File: src/hdl/mft_pkg.sv
// shared types, constants and field layouts for the multi-turn tracker
package mft_pkg;

    localparam int MOTOR_COUNT_DEF = 8;
    localparam int TURN_BITS_DEF   = 16;

    // small queue between the classifier and the tracker pipeline
    localparam int QUEUE_DEPTH = 4;

    localparam int S_TDATA_W = 64;
    localparam int S_TUSER_W = 2;
    localparam int M_TDATA_W = 136;
    localparam int SLOT_W    = 3;
    localparam int SHAFT_W   = 38;
    localparam int TICKS_OUT_W = 30;
    localparam int GEAR_W    = 8;

    localparam logic [10:0] FEEDBACK_BASE_ID = 11'h201;
    localparam int HALF_TURN  = 4096;
    localparam int TICK_BITS  = 13;

    // constant divider by 19, one byte of dividend per stage
    localparam int DIGIT_W    = 8;
    localparam int DIV_RATIO  = 19;
    localparam int REM_W      = 5;
    localparam int DIV_RECIP  = 6899;
    localparam int RECIP_W    = 13;
    localparam int DIV_SHIFT  = 17;

    localparam logic [1:0] FUNC_FEEDBACK = 2'd0;
    localparam logic [1:0] FUNC_CAPTURE  = 2'd1;
    localparam logic [1:0] FUNC_CLEAR    = 2'd2;

    typedef enum logic [1:0] {
        OP_FEEDBACK,
        OP_CAPTURE,
        OP_CLEAR
    } op_t;

    typedef struct packed {
        op_t         op;
        logic [2:0]  slot;
        logic [15:0] angle;
        logic [15:0] speed;
        logic [15:0] current;
    } q_entry_t;

    typedef struct packed {
        logic [2:0]  slot;
        logic [15:0] angle;
        logic [15:0] speed;
        logic [15:0] current;
        logic [15:0] turn_count;
        logic [29:0] ticks;
        logic        neg;
    } side_t;

endpackage

File: src/hdl/motor_feedback_multiturn_tracker.sv
// top level of the multi-turn tracker: stream ports, front end, queue and tracker pipeline
//
//  channel | direction | handshake             | contents
//  --------+-----------+-----------------------+-----------------------------------------
//  s_      | in        | s_tvalid / s_tready   | feedback frame, capture or clear event
//  m_      | out       | m_tvalid / m_tready   | decoded feedback with turns, ticks, angle
//  cfg_    | in        | cfg_we                | gear_type_mask, bit i selects ratio 36
//
//  one word per cycle in and out unless m_tready or a full queue stalls; a taken word goes
//  through the queue, stages 1 to 4, NDIG = ceil((TURN_BITS + 26) / 8) stages of the
//  byte-wise divide by 19 and the output register; the per-motor state update sits in one stage
//  reset clears the per-motor state, the gear mask, the queue and all valid flags
//  m_tready low while m_tvalid is high freezes the pipeline; the four-entry queue keeps
//  s_tready high until it fills, and capture, clear and unknown-id words never reach m_
module motor_feedback_multiturn_tracker #(
    parameter int MOTOR_COUNT = mft_pkg::MOTOR_COUNT_DEF,
    parameter int TURN_BITS   = mft_pkg::TURN_BITS_DEF
) (
    input  logic                          aclk,
    input  logic                          aresetn,
    input  logic                          cfg_we,
    input  logic [mft_pkg::GEAR_W-1:0]    cfg_wdata,
    input  logic                          s_tvalid,
    output logic                          s_tready,
    // frame_id, motor_index, byte0, byte1, byte2, byte3, byte4, byte5, zero pad
    input  logic [mft_pkg::S_TDATA_W-1:0] s_tdata,
    // func
    input  logic [mft_pkg::S_TUSER_W-1:0] s_tuser,
    output logic                          m_tvalid,
    input  logic                          m_tready,
    // motor_slot, encoder_angle, speed_rpm, motor_current, turn_count,
    // multi_turn_ticks, shaft_angle_q16, zero pad
    output logic [mft_pkg::M_TDATA_W-1:0] m_tdata
);

    logic                        keep;
    logic                        push;
    logic                        q_full;
    logic                        q_pop;
    logic                        head_valid;
    mft_pkg::q_entry_t           push_entry;
    mft_pkg::q_entry_t           head;
    mft_pkg::side_t              out_side;
    logic [mft_pkg::SHAFT_W-1:0] out_shaft;

    mft_front #(
        .MOTOR_COUNT(MOTOR_COUNT)
    ) u_front (
        .func        (s_tuser),
        .frame_id    (s_tdata[10:0]),
        .motor_index (s_tdata[13:11]),
        .payload     ({s_tdata[53:46], s_tdata[61:54],
                       s_tdata[37:30], s_tdata[45:38],
                       s_tdata[21:14], s_tdata[29:22]}),
        .keep        (keep),
        .entry       (push_entry)
    );

    assign s_tready = !q_full;
    assign push     = s_tvalid && s_tready && keep;

    mft_queue u_queue (
        .aclk       (aclk),
        .aresetn    (aresetn),
        .push       (push),
        .push_entry (push_entry),
        .pop        (q_pop),
        .full       (q_full),
        .head_valid (head_valid),
        .head       (head)
    );

    mft_back #(
        .MOTOR_COUNT(MOTOR_COUNT),
        .TURN_BITS  (TURN_BITS)
    ) u_back (
        .aclk       (aclk),
        .aresetn    (aresetn),
        .cfg_we     (cfg_we),
        .cfg_wdata  (cfg_wdata),
        .head_valid (head_valid),
        .head       (head),
        .pop        (q_pop),
        .out_valid  (m_tvalid),
        .out_ready  (m_tready),
        .out_side   (out_side),
        .out_shaft  (out_shaft)
    );

    assign m_tdata = {1'b0, out_shaft, out_side.ticks, out_side.turn_count,
                      out_side.current, out_side.speed, out_side.angle, out_side.slot};

endmodule

File: src/hdl/mft_front.sv
// front end: decodes func and identifier, turns a word into a queue entry or drops it
module mft_front #(
    parameter int MOTOR_COUNT = mft_pkg::MOTOR_COUNT_DEF
) (
    input  logic [1:0]       func,
    input  logic [10:0]      frame_id,
    input  logic [2:0]       motor_index,
    input  logic [47:0]      payload,
    output logic             keep,
    output mft_pkg::q_entry_t entry
);

    logic [10:0] id_off;
    logic        fb_ok;
    logic        mi_ok;

    assign id_off = frame_id - mft_pkg::FEEDBACK_BASE_ID;
    assign fb_ok  = (frame_id >= mft_pkg::FEEDBACK_BASE_ID) && (id_off < 11'(MOTOR_COUNT));
    assign mi_ok  = {1'b0, motor_index} < 4'(MOTOR_COUNT);

    always_comb begin
        entry.angle   = payload[15:0];
        entry.speed   = payload[31:16];
        entry.current = payload[47:32];
        entry.slot    = motor_index;
        entry.op      = mft_pkg::OP_FEEDBACK;
        keep          = 1'b0;
        unique case (func)
            mft_pkg::FUNC_FEEDBACK: begin
                entry.op   = mft_pkg::OP_FEEDBACK;
                entry.slot = id_off[2:0];
                keep       = fb_ok;
            end
            mft_pkg::FUNC_CAPTURE: begin
                entry.op = mft_pkg::OP_CAPTURE;
                keep     = mi_ok;
            end
            mft_pkg::FUNC_CLEAR: begin
                entry.op = mft_pkg::OP_CLEAR;
                keep     = mi_ok;
            end
            default: begin
                keep = 1'b0;
            end
        endcase
    end

endmodule

File: src/hdl/mft_queue.sv
// short fifo of classified entries between front end and tracker pipeline
module mft_queue (
    input  logic              aclk,
    input  logic              aresetn,
    input  logic              push,
    input  mft_pkg::q_entry_t push_entry,
    input  logic              pop,
    output logic              full,
    output logic              head_valid,
    output mft_pkg::q_entry_t head
);

    localparam int DEPTH = mft_pkg::QUEUE_DEPTH;
    localparam int PTR_W = (DEPTH > 1) ? $clog2(DEPTH) : 1;
    localparam int CNT_W = $clog2(DEPTH + 1);

    mft_pkg::q_entry_t mem_reg [DEPTH];
    logic [PTR_W-1:0]  wr_ptr_reg, wr_ptr_next;
    logic [PTR_W-1:0]  rd_ptr_reg, rd_ptr_next;
    logic [CNT_W-1:0]  count_reg, count_next;

    assign full       = (count_reg == CNT_W'(DEPTH));
    assign head_valid = (count_reg != '0);
    assign head       = mem_reg[rd_ptr_reg];

    always_comb begin
        wr_ptr_next = wr_ptr_reg;
        rd_ptr_next = rd_ptr_reg;
        count_next  = count_reg;
        if (push) begin
            wr_ptr_next = (wr_ptr_reg == PTR_W'(DEPTH - 1)) ? '0 : wr_ptr_reg + 1'b1;
        end
        if (pop) begin
            rd_ptr_next = (rd_ptr_reg == PTR_W'(DEPTH - 1)) ? '0 : rd_ptr_reg + 1'b1;
        end
        if (push && !pop) begin
            count_next = count_reg + 1'b1;
        end else if (pop && !push) begin
            count_next = count_reg - 1'b1;
        end
    end

    always_ff @(posedge aclk) begin
        if (!aresetn) begin
            wr_ptr_reg <= '0;
            rd_ptr_reg <= '0;
            count_reg  <= '0;
        end else begin
            wr_ptr_reg <= wr_ptr_next;
            rd_ptr_reg <= rd_ptr_next;
            count_reg  <= count_next;
        end
    end

    always_ff @(posedge aclk) begin
        if (push) begin
            mem_reg[wr_ptr_reg] <= push_entry;
        end
    end

endmodule

File: src/hdl/mft_div19.sv
// pipelined divide by 19, one dividend byte per stage, sideband carried alongside
module mft_div19 #(
    parameter int XW = 42
) (
    input  logic                  aclk,
    input  logic                  aresetn,
    input  logic                  en,
    input  logic                  in_vld,
    input  logic [XW-1:0]         in_x,
    input  mft_pkg::side_t        in_side,
    output logic                  out_vld,
    output logic [((XW + mft_pkg::DIGIT_W - 1) / mft_pkg::DIGIT_W) * mft_pkg::DIGIT_W - 1:0] out_q,
    output mft_pkg::side_t        out_side
);

    localparam int DW    = mft_pkg::DIGIT_W;
    localparam int NDIG  = (XW + DW - 1) / DW;
    localparam int PW    = NDIG * DW;
    localparam int RW    = mft_pkg::REM_W;
    localparam int VW    = RW + DW;
    localparam int PRODW = VW + mft_pkg::RECIP_W;

    logic                 vld_reg  [NDIG];
    logic [RW-1:0]        rem_reg  [NDIG];
    logic [PW-1:0]        x_reg    [NDIG];
    logic [PW-1:0]        q_reg    [NDIG];
    mft_pkg::side_t       side_reg [NDIG];

    for (genvar k = 0; k < NDIG; k++) begin : g_stage
        logic                 vld_in;
        logic [RW-1:0]        rem_in;
        logic [PW-1:0]        x_in;
        logic [PW-1:0]        q_in;
        mft_pkg::side_t       side_in;
        logic [VW-1:0]        v;
        logic [PRODW-1:0]     prod;
        logic [DW-1:0]        qe;
        logic [VW-1:0]        r;
        logic [DW-1:0]        qd_next;
        logic [VW-1:0]        rd_next;
        logic [PW-1:0]        q_next;

        if (k == 0) begin : g_first
            assign vld_in  = in_vld;
            assign rem_in  = '0;
            assign x_in    = PW'(in_x);
            assign q_in    = '0;
            assign side_in = in_side;
        end else begin : g_rest
            assign vld_in  = vld_reg[k-1];
            assign rem_in  = rem_reg[k-1];
            assign x_in    = x_reg[k-1];
            assign q_in    = q_reg[k-1];
            assign side_in = side_reg[k-1];
        end

        // v stays below 19*256, so the reciprocal estimate is exact there
        assign v    = {rem_in, x_in[PW-1-k*DW -: DW]};
        assign prod = PRODW'(v) * PRODW'(mft_pkg::DIV_RECIP);
        assign qe   = prod[mft_pkg::DIV_SHIFT +: DW];
        assign r    = v - ((VW'(qe) << 4) + (VW'(qe) << 1) + VW'(qe));

        always_comb begin
            qd_next = qe;
            rd_next = r;
            if (r >= VW'(mft_pkg::DIV_RATIO)) begin
                qd_next = qe + 1'b1;
                rd_next = r - VW'(mft_pkg::DIV_RATIO);
            end
            q_next = q_in;
            q_next[PW-1-k*DW -: DW] = qd_next;
        end

        always_ff @(posedge aclk) begin
            if (!aresetn) begin
                vld_reg[k] <= 1'b0;
            end else if (en) begin
                vld_reg[k] <= vld_in;
            end
        end

        always_ff @(posedge aclk) begin
            if (en) begin
                rem_reg[k]  <= rd_next[RW-1:0];
                x_reg[k]    <= x_in;
                q_reg[k]    <= q_next;
                side_reg[k] <= side_in;
            end
        end
    end

    assign out_vld  = vld_reg[NDIG-1];
    assign out_q    = q_reg[NDIG-1];
    assign out_side = side_reg[NDIG-1];

endmodule

File: src/hdl/mft_back.sv
// back end: per-motor state update, tick count, shaft angle and output register
module mft_back #(
    parameter int MOTOR_COUNT = mft_pkg::MOTOR_COUNT_DEF,
    parameter int TURN_BITS   = mft_pkg::TURN_BITS_DEF
) (
    input  logic                      aclk,
    input  logic                      aresetn,
    input  logic                      cfg_we,
    input  logic [mft_pkg::GEAR_W-1:0] cfg_wdata,
    input  logic                      head_valid,
    input  mft_pkg::q_entry_t         head,
    output logic                      pop,
    output logic                      out_valid,
    input  logic                      out_ready,
    output mft_pkg::side_t            out_side,
    output logic [mft_pkg::SHAFT_W-1:0] out_shaft
);

    localparam int TB      = TURN_BITS;
    localparam int IDX_W   = (MOTOR_COUNT > 1) ? $clog2(MOTOR_COUNT) : 1;
    localparam int TICKS_W = TB + 14;
    localparam int XW      = TICKS_W + 12;
    localparam int NDIG    = (XW + mft_pkg::DIGIT_W - 1) / mft_pkg::DIGIT_W;
    localparam int PW      = NDIG * mft_pkg::DIGIT_W;

    localparam logic signed [TB-1:0] T_MAX = {1'b0, {(TB-1){1'b1}}};
    localparam logic signed [TB-1:0] T_MIN = {1'b1, {(TB-1){1'b0}}};

    logic                    adv;
    logic [IDX_W-1:0]        idx;

    logic [mft_pkg::GEAR_W-1:0] gear_reg;
    logic [15:0]             prev_reg   [MOTOR_COUNT];
    logic signed [TB-1:0]    turns_reg  [MOTOR_COUNT];
    logic [15:0]             offset_reg [MOTOR_COUNT];

    logic [15:0]             prev_rd;
    logic signed [TB-1:0]    t_rd;
    logic signed [16:0]      d;
    logic signed [TB-1:0]    t_next;
    logic [63:0]             t_ext;

    // stage 1: updated turns and offset
    logic                    s1_vld_reg;
    logic signed [TB-1:0]    s1_t_reg;
    logic [15:0]             s1_off_reg;
    logic                    s1_r36_reg;
    mft_pkg::side_t          s1_side_reg;
    logic signed [TICKS_W-1:0] s1_turn_ext, s1_ang_ext, s1_off_ext, ticks_next;
    logic [63:0]             ticks_ext;

    // stage 2: signed tick count
    logic                    s2_vld_reg;
    logic signed [TICKS_W-1:0] s2_ticks_reg;
    logic                    s2_r36_reg;
    mft_pkg::side_t          s2_side_reg;
    mft_pkg::side_t          s2_side_next;
    logic                    neg_next;
    logic [TICKS_W-1:0]      mag_next;

    // stage 3: magnitude
    logic                    s3_vld_reg;
    logic [TICKS_W-1:0]      s3_mag_reg;
    logic                    s3_r36_reg;
    mft_pkg::side_t          s3_side_reg;
    mft_pkg::side_t          s3_side_next;
    logic [XW-1:0]           mag_x;
    logic [XW-1:0]           x_next;

    // stage 4: dividend for the divide by 19
    logic                    s4_vld_reg;
    logic [XW-1:0]           s4_x_reg;
    mft_pkg::side_t          s4_side_reg;

    logic                    dv_vld;
    logic [PW-1:0]           dv_q;
    mft_pkg::side_t          dv_side;
    logic [63:0]             q_ext;
    logic [63:0]             shaft_next;

    logic                    out_valid_reg;
    mft_pkg::side_t          out_side_reg;
    logic [mft_pkg::SHAFT_W-1:0] out_shaft_reg;

    assign adv = !out_valid_reg || out_ready;
    assign pop = head_valid && adv;
    assign idx = head.slot[IDX_W-1:0];

    // unwrap against the last angle of this motor, saturating turn count
    assign prev_rd = prev_reg[idx];
    assign t_rd    = turns_reg[idx];
    assign d       = $signed({1'b0, head.angle}) - $signed({1'b0, prev_rd});

    always_comb begin
        t_next = t_rd;
        if (d > $signed(17'(mft_pkg::HALF_TURN))) begin
            if (t_rd != T_MIN) begin
                t_next = t_rd - 1'b1;
            end
        end else if (d < -$signed(17'(mft_pkg::HALF_TURN))) begin
            if (t_rd != T_MAX) begin
                t_next = t_rd + 1'b1;
            end
        end
    end

    assign t_ext = 64'(t_next);

    always_ff @(posedge aclk) begin
        if (!aresetn) begin
            gear_reg <= '0;
        end else if (cfg_we) begin
            gear_reg <= cfg_wdata;
        end
    end

    always_ff @(posedge aclk) begin
        if (!aresetn) begin
            for (int i = 0; i < MOTOR_COUNT; i++) begin
                prev_reg[i]   <= '0;
                turns_reg[i]  <= '0;
                offset_reg[i] <= '0;
            end
        end else if (pop) begin
            unique case (head.op)
                mft_pkg::OP_FEEDBACK: begin
                    prev_reg[idx]  <= head.angle;
                    turns_reg[idx] <= t_next;
                end
                mft_pkg::OP_CAPTURE: begin
                    offset_reg[idx] <= prev_rd;
                    turns_reg[idx]  <= '0;
                end
                mft_pkg::OP_CLEAR: begin
                    turns_reg[idx] <= '0;
                end
                default: begin
                end
            endcase
        end
    end

    // stage 1
    always_ff @(posedge aclk) begin
        if (!aresetn) begin
            s1_vld_reg <= 1'b0;
        end else if (adv) begin
            s1_vld_reg <= pop && (head.op == mft_pkg::OP_FEEDBACK);
        end
    end

    always_ff @(posedge aclk) begin
        if (adv) begin
            s1_t_reg               <= t_next;
            s1_off_reg             <= offset_reg[idx];
            s1_r36_reg             <= gear_reg[head.slot];
            s1_side_reg.slot       <= head.slot;
            s1_side_reg.angle      <= head.angle;
            s1_side_reg.speed      <= head.speed;
            s1_side_reg.current    <= head.current;
            s1_side_reg.turn_count <= t_ext[15:0];
            s1_side_reg.ticks      <= '0;
            s1_side_reg.neg        <= 1'b0;
        end
    end

    // ticks = turns * 8192 + angle - offset
    assign s1_turn_ext = TICKS_W'(s1_t_reg);
    assign s1_ang_ext  = TICKS_W'(s1_side_reg.angle);
    assign s1_off_ext  = TICKS_W'(s1_off_reg);
    assign ticks_next  = (s1_turn_ext <<< mft_pkg::TICK_BITS) + s1_ang_ext - s1_off_ext;
    assign ticks_ext   = 64'(ticks_next);

    always_comb begin
        s2_side_next       = s1_side_reg;
        s2_side_next.ticks = ticks_ext[mft_pkg::TICKS_OUT_W-1:0];
    end

    // stage 2
    always_ff @(posedge aclk) begin
        if (!aresetn) begin
            s2_vld_reg <= 1'b0;
        end else if (adv) begin
            s2_vld_reg <= s1_vld_reg;
        end
    end

    always_ff @(posedge aclk) begin
        if (adv) begin
            s2_ticks_reg <= ticks_next;
            s2_r36_reg   <= s1_r36_reg;
            s2_side_reg  <= s2_side_next;
        end
    end

    assign neg_next = s2_ticks_reg[TICKS_W-1];
    assign mag_next = neg_next ? TICKS_W'(-s2_ticks_reg) : TICKS_W'(s2_ticks_reg);

    always_comb begin
        s3_side_next     = s2_side_reg;
        s3_side_next.neg = neg_next;
    end

    // stage 3
    always_ff @(posedge aclk) begin
        if (!aresetn) begin
            s3_vld_reg <= 1'b0;
        end else if (adv) begin
            s3_vld_reg <= s2_vld_reg;
        end
    end

    always_ff @(posedge aclk) begin
        if (adv) begin
            s3_mag_reg  <= mag_next;
            s3_r36_reg  <= s2_r36_reg;
            s3_side_reg <= s3_side_next;
        end
    end

    // ratio 19: |ticks|*2880 / 19; ratio 36: |ticks|*80 = |ticks|*1520 / 19
    assign mag_x = XW'(s3_mag_reg);

    always_comb begin
        if (s3_r36_reg) begin
            x_next = (mag_x << 10) + (mag_x << 8) + (mag_x << 7) + (mag_x << 6)
                   + (mag_x << 5) + (mag_x << 4);
        end else begin
            x_next = (mag_x << 11) + (mag_x << 9) + (mag_x << 8) + (mag_x << 6);
        end
    end

    // stage 4
    always_ff @(posedge aclk) begin
        if (!aresetn) begin
            s4_vld_reg <= 1'b0;
        end else if (adv) begin
            s4_vld_reg <= s3_vld_reg;
        end
    end

    always_ff @(posedge aclk) begin
        if (adv) begin
            s4_x_reg    <= x_next;
            s4_side_reg <= s3_side_reg;
        end
    end

    mft_div19 #(
        .XW(XW)
    ) u_div (
        .aclk     (aclk),
        .aresetn  (aresetn),
        .en       (adv),
        .in_vld   (s4_vld_reg),
        .in_x     (s4_x_reg),
        .in_side  (s4_side_reg),
        .out_vld  (dv_vld),
        .out_q    (dv_q),
        .out_side (dv_side)
    );

    // truncation toward zero: divide the magnitude, then restore the sign
    assign q_ext      = 64'(dv_q);
    assign shaft_next = dv_side.neg ? (64'd0 - q_ext) : q_ext;

    always_ff @(posedge aclk) begin
        if (!aresetn) begin
            out_valid_reg <= 1'b0;
        end else if (adv) begin
            out_valid_reg <= dv_vld;
        end
    end

    always_ff @(posedge aclk) begin
        if (adv) begin
            out_side_reg  <= dv_side;
            out_shaft_reg <= shaft_next[mft_pkg::SHAFT_W-1:0];
        end
    end

    assign out_valid = out_valid_reg;
    assign out_side  = out_side_reg;
    assign out_shaft = out_shaft_reg;

endmodule

File: config.mk
export PLATFORM = sky130hd
export DESIGN_NAME = motor_feedback_multiturn_tracker
export DESIGN_NICKNAME = d
export VERILOG_FILES = /design/src/hdl/mft_pkg.sv /design/src/hdl/motor_feedback_multiturn_tracker.sv /design/src/hdl/mft_front.sv /design/src/hdl/mft_queue.sv /design/src/hdl/mft_div19.sv /design/src/hdl/mft_back.sv
export SDC_FILE = /design/constraint.sdc
export NUM_CORES = 2
export LEC_CHECK = 0
export BUFFER_PORTS_ARGS = -buffer_cell sky130_fd_sc_hd__buf_2
export CORE_ASPECT_RATIO = 2
export CORE_MARGIN = 2
export CORE_UTILIZATION = 40
export CTS_BUF_LIST = sky130_fd_sc_hd__clkbuf_16
export DETAILED_ROUTE_END_ITERATION = 16
export PLACE_DENSITY_LB_ADDON = 0.1
export RECOVER_POWER = 25
export SYNTH_ARGS = -nofsm -noshare
export SYNTH_HDL_FRONTEND = slang
export SYNTH_SLANG_ARGS = --single-unit
File: constraint.sdc
create_clock -name aclk -period 58.6 [get_ports aclk]
set_clock_uncertainty 0.15 [all_clocks]
set_input_delay 11.72 -clock aclk [delete_from_list [all_inputs] [get_ports aclk]]
set_output_delay 11.72 -clock aclk [all_outputs]
set_load 0.005 [all_outputs]
==> impl_metrics.toml <==
[clocking]
cts_root_buf = "clkbuf_16"
insertion_delay_ps = 880
cts_sinks = 2017
hold_buffers = 0
htree_levels = 4
postCtsResizedCells = 0
post_cts_buffers = 0
cts_made_buffers = 187
cts_tree = "built"
clockBufferDepth = 4
cts.clk_slew.worst_paths_ps = 70

[sta]
finalSetupViolCount = 0
tightest_slew_ps = 1200
fin_setup_tns_ps = 0
fmax_mhz = 65.1
slew_viol_final = 0
fin_crit_sh_pct = 26.2
rsz0062_at_grt = "no"
layout_min_cycle_time_ps = 15350
relSlewSlack_pct = 20.1
finalHoldViolations = 0

[routing]
routed_wl_um = 216000
viasPerCell = 5.03
routedWlPerCell_um = 20.4
drc = 16
via_count = 53293
detail-route-antenna-nets = 0
drt_iter0_drc = 2987
first_pass_iters = 14

[synth]
synth_area_um2 = 99800
synth-compound-area-share_pct = 5.99
synthFlopType = "edfxtp_1"
synthAdderAreaFrac_pct = 18.3
synth_warnings = 0
syn_area_per_cell_um2 = 14.5
synth_edf_count = 1994
syn-num-nets = 8115
ys_seq_area_share_pct = 60.5
synth_mux_area_share_pct = 2.43
synth.distinct_cells = 104
synthSimpleGateAreaFrac_pct = 5.83
syn_inst = 6860
synth-xor-area-share_pct = 3.05
synth_top_family_by_area = "adder cells"
synthArstFlopShare_pct = 0
ys_ff_latch = 2017

[worst_setup_path]
path_class = "primary input to flip-flop"
crit_slowest_cell = "nand2_1"
cp-startpoint = "m_tready"
timing.critical_path.slowest_cell_delay_ps = 1070
crit_path_cell_trace = "buf_2, nor2b_1, inv_8, nand3_1, nor3b_1, nand2_1, nand2_1"
worstReg2RegEnd = "u_back.u_div.rem_reg[4][2]$_DFFE_PN_"
worstPathRequired_ps = 58920
r2r_start = "u_back.u_div.x_reg[3][9]$_DFFE_PN_"
crit_arrival_ps = 15680
startpoint_type = "primary input"
crit_path_frequent_cell = "nand2_1"
ff2ff_path_depth = 37
worst-path-max-fanout = 103
crit_end = "u_back.offset_reg[2][0]$_SDFFCE_PN0P_"
crit_path_end_kind = "flip-flop"
reg2reg_slack_ps = 47130

[placement]
place_congestion = 0.841
port_buffers = 213
dp_hpwl_um = 154000

[finish]
final_cell_mix = "edfxtp_1, inv_1, ha_1"
mostFrequentLayoutCell = "edfxtp_1"
drive_gt1_share_pct = 9.97
nNetsFinal = 8452
nFillCells = 22185
largest_reg_flops = 582
area_delta_synth_final_pct = 11.3

[run_status]
violations = "DRC"
status = "finished, violations left"

[grt]
grt_first_pass_wirelength_um = 331000
grt.overflow.total = 0
grt_pass1_vias = 57628
grt_max_degree = 189
track_usage_pct = 17.1
antenna_found_initial = 14

[floorplanning]
die_h_um = 710
die_area_um2 = 254000
row_count = 259
core_area_um2 = 249000
die_w_um = 357
io_pins = 217
initial_core_util_pct = 40.1

[job]
cap_viol_max_count = 0

[worst_hold_path]
hp-start = "u_back.u_div.side_reg[4][33]$_DFFE_PN_"
hold_class = "flip-flop to flip-flop"
-- cell usage after synthesis, types with 56 or more instances --
cell / n / share of area, %
edfxtp_1: 1994 / 60
inv_1: 879 / 3.3
ha_1: 702 / 8.8
nor2_1: 561 / 2.1
fa_1: 474 / 9.5
xnor2_1: 243 / 2.1
nand2_1: 228 / 0.86
a21oi_1: 224 / 1.1
o21ai_0: 160 / 0.80
clkbuf_1: 108 / 0.41
xor2_1: 99 / 0.87
a21o_1: 82 / 0.62
mux2i_1: 72 / 0.72
a22oi_1: 69 / 0.52
nand3_1: 67 / 0.34
nor3_1: 57 / 0.29
mux4_2: 56 / 1.3
-- cells by family after synthesis --
kind of cell,Yosys count
other cells,1
compound gates,896
simple gates,1238
fa+ha+maj,1176
xor+xnor,345
flops,2017
mux,163
buf+inv,1024
-- layer usage --
layer  GRT usage, %  vias to the layer above  wire length (um)
met2           35.2                      878            126000
met1           16.9                    26741             73800
met4           7.03                       18              9380
met5              0                        -               118
li1               -                    25210                 -
met3           1.94                      446              6470
-- how the worst min path moves through the flow --
stage / to / slack (ps) / depth (start not counted)
after global placement: u_back.u_div.x_reg[2][10]$_DFFE_PN_ / 250 / 0
after floorplan: u_back.out_side[10]$_DFFE_PN_ / 250 / 0
after CTS: u_back.u_div.x_reg[0][38]$_DFFE_PN_ / 240 / 0
final: u_back.u_div.side_reg[5][33]$_DFFE_PN_ / 240 / 0
after detailed placement: u_back.out_side[29]$_DFFE_PN_ / 250 / 0
after global routing: u_back.u_div.side_reg[0][95]$_DFFE_PN_ / 240 / 0
-- worst max-delay path: cells and delay by family --
kind	cells	cell delay, ps
buf+inv	2	680
simple gates	5	3230
-- stage by stage --
stage          hold WS (ps)  utilization (%)  area [um^2]  setup WS (ps)  instances
2_1_floorplan           250                -        99800           5660       6860
3_3_place_gp            250             42.3       105000          42350      10270
3_5_place_dp            255             42.3       105000          42350      10270
4_1_cts                 236             44.7       111000          43280      10595
5_1_grt                 239             44.7       111000          43010      10597
6_report                245             44.7       111000          43250      10597
-- layout make-up --
cell class	instances	area, um^2	area share [%]
Inverter	884	3330	3.00
Clock inverter	136	1210	1.09
Sequential cell	2017	60300	54.3
Timing Repair Buffer	288	1670	1.50
Clock buffer	189	4730	4.26
Antenna cell	2	5.00	0.00450
Multi-Input combinational cell	3819	35700	32.2
Tap cell	3262	4080	3.67
Power is left out: the tool's default activity adds up to more than one toggle a clock period on the data nets, which glitch-free logic cannot reach.
